File: src/ipcfd_pkg.sv
package ipcfd_pkg;

    localparam int LENGTH_WIDTH = 32;
    localparam int TAG_BITS     = 32;
    localparam int POS_BITS     = 34;
    localparam int NUM_TAGS     = 6;
    localparam int CFG_IDX_BITS = 3;

    localparam logic [CFG_IDX_BITS-1:0] CFG_TAG_HELLO     = 3'd0;
    localparam logic [CFG_IDX_BITS-1:0] CFG_TAG_READY     = 3'd1;
    localparam logic [CFG_IDX_BITS-1:0] CFG_TAG_ACTIVATED = 3'd2;
    localparam logic [CFG_IDX_BITS-1:0] CFG_TAG_COMMAND   = 3'd3;
    localparam logic [CFG_IDX_BITS-1:0] CFG_TAG_STOP      = 3'd4;
    localparam logic [CFG_IDX_BITS-1:0] CFG_TAG_READY_V2  = 3'd5;
    localparam logic [CFG_IDX_BITS-1:0] CFG_MAX_LENGTH    = 3'd6;

    localparam logic [TAG_BITS-1:0] MAX_LENGTH_RESET = 32'd4096;

    localparam logic [POS_BITS-1:0] END_HELLO      = 34'd9;
    localparam logic [POS_BITS-1:0] END_READY      = 34'd4;
    localparam logic [POS_BITS-1:0] END_ACTIVATED  = 34'd16;
    localparam logic [POS_BITS-1:0] END_STOP       = 34'd12;
    localparam logic [POS_BITS-1:0] LEN_COMMAND    = 34'd8;
    localparam logic [POS_BITS-1:0] LEN_FIRST_V2   = 34'd25;
    localparam logic [POS_BITS-1:0] CMD_OVERHEAD   = 34'd9;
    localparam logic [POS_BITS-1:0] V2_SECOND_BASE = 34'd29;
    localparam logic [POS_BITS-1:0] V2_TRAILER     = 34'd8;

    typedef enum logic [2:0] {
        KIND_HELLO     = 3'd0,
        KIND_READY     = 3'd1,
        KIND_ACTIVATED = 3'd2,
        KIND_COMMAND   = 3'd3,
        KIND_STOP      = 3'd4,
        KIND_READY_V2  = 3'd5
    } kind_t;

    typedef struct packed {
        logic [NUM_TAGS-1:0][TAG_BITS-1:0] tag;
        logic [TAG_BITS-1:0]               max_length;
    } cfg_t;

    typedef struct packed {
        logic  halted;
        logic  frame_invalid;
        kind_t frame_kind;
        logic  frame_last;
    } result_t;

endpackage

File: src/ipcfd_core.sv
module ipcfd_core
    import ipcfd_pkg::*;
(
    input  logic       clk,
    input  logic       rst_n,
    input  logic       step,
    input  logic [7:0] data_byte,
    input  cfg_t       cfg,
    output result_t    result
);

    logic [POS_BITS-1:0] pos_reg, pos_next;
    logic [TAG_BITS-1:0] tag_reg, tag_next;
    logic [TAG_BITS-1:0] len_reg, len_next;
    logic [POS_BITS-1:0] end_reg, end_next;
    kind_t               kind_reg, kind_next;
    logic                end_known_reg, end_known_next;
    logic                halt_reg, halt_next;
    logic [POS_BITS-1:0] n;
    logic [TAG_BITS-1:0] len_shifted;
    logic [POS_BITS-1:0] len_ext;
    logic                tag_miss;
    logic                too_big;

    always_comb
    begin
        n              = pos_reg + 34'd1;
        pos_next       = pos_reg;
        tag_next       = tag_reg;
        len_next       = len_reg;
        end_next       = end_reg;
        kind_next      = kind_reg;
        end_known_next = end_known_reg;
        halt_next      = halt_reg;
        tag_miss       = 1'b0;
        result         = '0;
        if (halt_reg)
        begin
            result.halted = 1'b1;
        end
        else
        begin
            if (pos_reg < 34'd4)
            begin
                tag_next = {tag_reg[TAG_BITS-9:0], data_byte};
                if (pos_reg == 34'd3)
                begin
                    // first matching tag wins
                    priority if (tag_next == cfg.tag[CFG_TAG_HELLO])
                    begin
                        kind_next = KIND_HELLO;
                        end_next = END_HELLO;
                        end_known_next = 1'b1;
                    end
                    else if (tag_next == cfg.tag[CFG_TAG_READY])
                    begin
                        kind_next = KIND_READY;
                        end_next = END_READY;
                        end_known_next = 1'b1;
                    end
                    else if (tag_next == cfg.tag[CFG_TAG_ACTIVATED])
                    begin
                        kind_next = KIND_ACTIVATED;
                        end_next = END_ACTIVATED;
                        end_known_next = 1'b1;
                    end
                    else if (tag_next == cfg.tag[CFG_TAG_COMMAND])
                    begin
                        kind_next = KIND_COMMAND;
                        end_next = LEN_COMMAND;
                        end_known_next = 1'b0;
                    end
                    else if (tag_next == cfg.tag[CFG_TAG_STOP])
                    begin
                        kind_next = KIND_STOP;
                        end_next = END_STOP;
                        end_known_next = 1'b1;
                    end
                    else if (tag_next == cfg.tag[CFG_TAG_READY_V2])
                    begin
                        kind_next = KIND_READY_V2;
                        end_next = LEN_FIRST_V2;
                        end_known_next = 1'b0;
                    end
                    else
                    begin
                        tag_miss = 1'b1;
                    end
                end
            end
            else
            begin
                len_next = len_shifted;
            end

            if (tag_miss)
            begin
                halt_next = 1'b1;
                result.frame_invalid = 1'b1;
            end
            else
            begin
                pos_next = n;
                if (pos_reg >= 34'd3 && n == end_next)
                begin
                    if (end_known_next)
                    begin
                        result.frame_last = 1'b1;
                        result.frame_kind = kind_next;
                        pos_next = '0;
                        tag_next = '0;
                        len_next = '0;
                        end_next = '0;
                        kind_next = KIND_HELLO;
                        end_known_next = 1'b0;
                    end
                    else if (too_big)
                    begin
                        halt_next = 1'b1;
                        result.frame_invalid = 1'b1;
                    end
                    else if (kind_next == KIND_COMMAND)
                    begin
                        end_next = CMD_OVERHEAD + len_ext;
                        end_known_next = 1'b1;
                    end
                    else if (n == LEN_FIRST_V2)
                    begin
                        // second length sits right after the first string
                        end_next = V2_SECOND_BASE + len_ext;
                        end_known_next = 1'b0;
                    end
                    else
                    begin
                        end_next = n + len_ext + V2_TRAILER;
                        end_known_next = 1'b1;
                    end
                end
            end
        end
    end

    assign len_shifted = {len_reg[TAG_BITS-9:0], data_byte};
    assign len_ext = {{(POS_BITS-TAG_BITS){1'b0}}, len_shifted};
    assign too_big = ((len_shifted >> LENGTH_WIDTH) != '0) || (len_shifted > cfg.max_length);

    always_ff @(posedge clk or negedge rst_n)
    begin
        if (!rst_n)
        begin
            pos_reg       <= '0;
            tag_reg       <= '0;
            len_reg       <= '0;
            end_reg       <= '0;
            kind_reg      <= KIND_HELLO;
            end_known_reg <= 1'b0;
            halt_reg      <= 1'b0;
        end
        else if (step)
        begin
            pos_reg       <= pos_next;
            tag_reg       <= tag_next;
            len_reg       <= len_next;
            end_reg       <= end_next;
            kind_reg      <= kind_next;
            end_known_reg <= end_known_next;
            halt_reg      <= halt_next;
        end
    end

endmodule

File: src/ipc_frame_delimiter.sv
// ipc frame delimiter
// input stream (s_*): one received byte per transfer in s_tdata[7:0]
// output stream (m_*): one result per input byte, in order
//   m_tlast marks the last byte of a frame, m_tdata[2:0] gives the frame kind
//   (0 hello, 1 ready, 2 activated, 3 command, 4 stop, 5 ready v2) when m_tlast is set
//   m_tuser[0] flags the byte that exposes an unknown tag or an oversize length
//   m_tuser[1] flags a byte dropped because the stream is halted
// config port: cfg_wr_en writes cfg_data into register cfg_index
//   0..5 tags (hello, ready, activated, command, stop, ready v2), 6 max length
//   write only while the stream is idle
// throughput: one byte per cycle while the receiver takes results; the byte register and the
//   result register form a two-stage pipeline, with the combinational tag compare and end add between them
// a stalled receiver holds the result; at most one more byte is taken, then s_tready drops
// reset clears the frame state and the halt flag, tags to 0, max length to 4096
// after an invalid frame every byte is dropped and flagged until reset
module ipc_frame_delimiter
    import ipcfd_pkg::*;
(
    input  logic                    clk,
    input  logic                    rst_n,
    input  logic                    s_tvalid,
    output logic                    s_tready,
    input  logic [7:0]              s_tdata,   // data_byte
    output logic                    m_tvalid,
    input  logic                    m_tready,
    output logic [7:0]              m_tdata,   // frame_kind, zero fill
    output logic [1:0]              m_tuser,   // frame_invalid, halted
    output logic                    m_tlast,   // frame_last
    input  logic                    cfg_wr_en,
    input  logic [CFG_IDX_BITS-1:0] cfg_index,
    input  logic [TAG_BITS-1:0]     cfg_data
);

    logic       in_valid_reg;
    logic [7:0] in_byte_reg;
    logic       out_valid_reg;
    result_t    out_result_reg;
    result_t    result;
    cfg_t       cfg_reg;
    logic       advance;

    assign advance  = in_valid_reg && (!out_valid_reg || m_tready);
    assign s_tready = !in_valid_reg || advance;

    always_ff @(posedge clk or negedge rst_n)
    begin
        if (!rst_n)
        begin
            cfg_reg.tag        <= '0;
            cfg_reg.max_length <= MAX_LENGTH_RESET;
        end
        else if (cfg_wr_en)
        begin
            unique case (cfg_index)
                CFG_TAG_HELLO:     cfg_reg.tag[CFG_TAG_HELLO]     <= cfg_data;
                CFG_TAG_READY:     cfg_reg.tag[CFG_TAG_READY]     <= cfg_data;
                CFG_TAG_ACTIVATED: cfg_reg.tag[CFG_TAG_ACTIVATED] <= cfg_data;
                CFG_TAG_COMMAND:   cfg_reg.tag[CFG_TAG_COMMAND]   <= cfg_data;
                CFG_TAG_STOP:      cfg_reg.tag[CFG_TAG_STOP]      <= cfg_data;
                CFG_TAG_READY_V2:  cfg_reg.tag[CFG_TAG_READY_V2]  <= cfg_data;
                CFG_MAX_LENGTH:    cfg_reg.max_length             <= cfg_data;
                default:           ;
            endcase
        end
    end

    always_ff @(posedge clk or negedge rst_n)
    begin
        if (!rst_n)
        begin
            in_valid_reg  <= 1'b0;
            out_valid_reg <= 1'b0;
        end
        else
        begin
            if (s_tvalid && s_tready)
            begin
                in_valid_reg <= 1'b1;
            end
            else if (advance)
            begin
                in_valid_reg <= 1'b0;
            end
            if (advance)
            begin
                out_valid_reg <= 1'b1;
            end
            else if (m_tready)
            begin
                out_valid_reg <= 1'b0;
            end
        end
    end

    always_ff @(posedge clk)
    begin
        if (s_tvalid && s_tready)
        begin
            in_byte_reg <= s_tdata;
        end
        if (advance)
        begin
            out_result_reg <= result;
        end
    end

    ipcfd_core u_core (
        .clk       (clk),
        .rst_n     (rst_n),
        .step      (advance),
        .data_byte (in_byte_reg),
        .cfg       (cfg_reg),
        .result    (result)
    );

    assign m_tvalid = out_valid_reg;
    assign m_tdata  = {5'b0, out_result_reg.frame_kind};
    assign m_tuser  = {out_result_reg.halted, out_result_reg.frame_invalid};
    assign m_tlast  = out_result_reg.frame_last;

endmodule

File: config.mk
export PLATFORM = sky130hd
export DESIGN_NAME = ipc_frame_delimiter
export DESIGN_NICKNAME = d
export VERILOG_FILES = /design/src/ipcfd_pkg.sv /design/src/ipcfd_core.sv /design/src/ipc_frame_delimiter.sv
export SDC_FILE = /design/constraint.sdc
export NUM_CORES = 1
export LEC_CHECK = 0
export BUFFER_PORTS_ARGS = -buffer_cell sky130_fd_sc_hd__buf_4
export CAP_MARGIN = 40
export CORE_MARGIN = 3
export CORE_UTILIZATION = 40
export DETAILED_ROUTE_END_ITERATION = 10
export PLACE_DENSITY = 0.6
export REMOVE_ABC_BUFFERS = 1
export SYNTH_ARGS = -nofsm -noshare
export SYNTH_HDL_FRONTEND = slang
export SYNTH_HIERARCHICAL = 1
export SYNTH_SLANG_ARGS = --single-unit
File: constraint.sdc
create_clock -name clk -period 11.39 [get_ports clk]
set_input_delay 2.278 -clock clk [delete_from_list [all_inputs] [get_ports clk]]
set_output_delay 2.278 -clock clk [all_outputs]
set_load 0.02 [all_outputs]
==> qor.txt <==
Outcome = finished clean
Final number of setup-violating endpoints = 0
# IOs = 61
Worst hold-check path type = register to register
DRT Wirelength = 64800 um
Fin Clk Skew = 0.0607 ns
#FFs+latches synth = 361
Critical path class = register to register
Routability cong. = 0.918
Max Cap Violations = 0
Port Buffer Count = 55
Post-DP HPWL = 46800 um
Period minus WS final = 5.58 ns
Crit path DAT = 6.00 ns
Unique masters post-synth = 82
GR Util All Layers = 0.224
Die extent in x = 241 um
Worst setup SP type = register
CTS Buffer Depth = 3
Req. time, crit path = 11.81 ns
Slack of the critical path = 5.81 ns
Number of H-tree levels = 2
Max reg flops = 224
Num CTS Buffers = 42
Pint = 3.08 mW
Post-synth top area share = 0.391
Pre-CTS setup slack = 5.96 ns
Min-delay src = in_valid_reg
Vias = 16700
Sw Ratio = 0.364
YS warnings = 6
Largest cells by area after synthesis = dfrtp_1 (39%), mux2_2 (9.5%), xnor2_1 (6.1%)
RSZ-0062 raised after global routing = no
Seq/Total Area, Yosys = 0.411
Fin cells = 2862
Vias in the first global route = 16400
Starting density of the core = 0.408
# rows = 85
DR iter-0 viols = 1313
Ant diodes = 0
Residual DRC = 0
Fraction of registers with async set or reset after synthesis = 0.961
Worst-path clk slew = 0.06 ns
Max FO, Critical Path = 8
Cell count after synthesis = 2135
Leading area contributor after synthesis = dfrtp_1
Syn Std Cell Area = 22100 sq um
Slew @ Worst Pin = 0.869 ns
Worst-skew pair later-pin latency = 0.60 ns
Combinational share of power = 0.313
Layout Area Growth over Synthesis = 11.1%
Clock group share of total power = 0.277
Net Sw Power = 1.77 mW
CTS tree = done
Post-route ant nets = 0
Total grt overflow = 0
Post-synth EDFFs = 14
Cts repair resizes = 0
Hold Worst Slack = 0.481 ns
Pin count of the biggest net entering global routing = 80
Fin nets = 2281
Chip height = 241 um
Placed Cells incl. Taps = 2785
Hold_buf cts = 0
Worst Setup SP = u_core/pos_reg[0]
CTS Sinks = 361
Initial antenna violation count = 2
Final setup TNS = 0 ns
PwrDens = 197 nW/um^2
Worst slew margin relative to its limit = 0.413
Postcts setup bufs = 0
Most common cell in the synthesized netlist = dfrtp_1
R2r startpoint = u_core/pos_reg[0]
Final Hold Viols = 0
Die Area = 58200 sq um
Leak = 10.7 nW
Post-route clock period utilization = 0.490
Vias per cell = 5.83
Drt wl/cell = 22.6 um
Share of layout cells above drive strength 1 = 0.173
Crit end category = register
Commonest cells in the netlist = dfrtp_1 (346), mux2_2 (187), xnor2_1 (153)
First-pass GRT wire length = 100000 um
Register share of total power = 0.409
Pins over their slew limit = 0
Drt pass-1 iters = 6
Worst VDD drop = 141 uV
Max Clk Rate = 0.179 GHz
Syn Area/Cell = 10.4 sq um
Primary FF master, synth = dfrtp_1
Clock root buffer = clkbuf_16
Core area = 54200 sq um
[area by class of cell]
type | count | area (sq um)
Clock inverter | 7 | 121
Timing Repair Buffer | 98 | 831
Clock buffer | 70 | 1270
Tap cell | 696 | 871
Fill cell | 5107 | 29600
Sequential cell | 361 | 9100
Inverter | 84 | 315
Multi-Input combinational cell | 1546 | 12100
[layer usage]
| metal | global-route usage | share of wire | up-vias |
|---|---|---|---|
| li1 | - | - | 7719 |
| met1 | 0.299 | 0.44 | 8363 |
| met2 | 0.370 | 0.47 | 471 |
| met3 | 0.0338 | 0.050 | 125 |
| met4 | 0.0862 | 0.039 | 2 |
| met5 | 0 | 0.00020 | - |
[worst max-delay path: stages, from the launching register on]
cell	delay (ns)
dfrtp_1	0.47
ha_1	0.35
nand4_1	0.17
nor4_1	0.56
nand4_1	0.19
xor2_1	0.42
inv_1	0.09
ha_1	0.29
ha_1	0.37
a21oi_1	0.16
o21ai_0	0.12
a32o_1	0.24
a211oi_1	0.37
a21oi_1	0.21
a221oi_1	0.31
o21ai_0	0.20
a21oi_1	0.27
xor2_1	0.18
nor3_1	0.06
or3_1	0.36
[cells by family after synthesis]
family                   share of synthesized area
XOR/XNOR                                     0.111
buffers and inverters                       0.0459
flip-flops                                   0.411
adder cells (fa/ha/maj)                     0.0569
other                                     0.000169
AO/OA/AOI/OAI                                0.130
multiplexers                                 0.120
AND/OR/NAND/NOR                              0.125
[cells in the final DEF, fill, tap and decap left out, types with 39 or more instances in the layout]
master / synthesis / layout
dfrtp_1: 346 / 346
nand4_1: 72 / 72
o21ai_0: 76 / 76
ha_1: 99 / 99
nand3_1: 45 / 45
mux2_1: 39 / 39
inv_1: 84 / 84
buf_4: 22 / 88
mux2_2: 187 / 187
a21oi_1: 81 / 81
xnor2_1: 153 / 153
nor4_1: 42 / 42
nand2_1: 122 / 122
clkbuf_16: 0 / 42
xor2_1: 128 / 128
nor2_1: 78 / 78
a22o_1: 51 / 51
[per-stage QoR]
step                total power [mW]  instance area (sq um)   util
floorplan                       2.94                  21400      -
global placement                3.46                  23100  0.425
detailed placement              3.51                  23200  0.428
CTS                             4.88                  24600  0.453
global route                    5.13                  24600  0.453
finish                          4.85                  24600  0.453
[worst paths after layout]
check	endpoint	slack (ns)	cells after the start
min reg2reg	m_tvalid	0.48	1
min	m_tvalid	0.48	1
max	u_core/end_reg[31]	5.81	19
max in group asynchronous	cfg_reg[12]	7.80	5
max reg2reg	u_core/end_reg[31]	5.81	19
min in group asynchronous	u_core/pos_reg[17]	1.66	1
[power groups by stage]
stage	Clock [mW]	Combinational [mW]	Sequential [mW]
6_report	1.34	1.52	1.99
3_3_place_gp	0	1.47	1.99
3_5_place_dp	0	1.51	2.00
4_1_cts	1.38	1.52	1.98
5_1_grt	1.42	1.68	2.03
2_1_floorplan	0	1.08	1.86
Power figures use the tool's default switching activity.
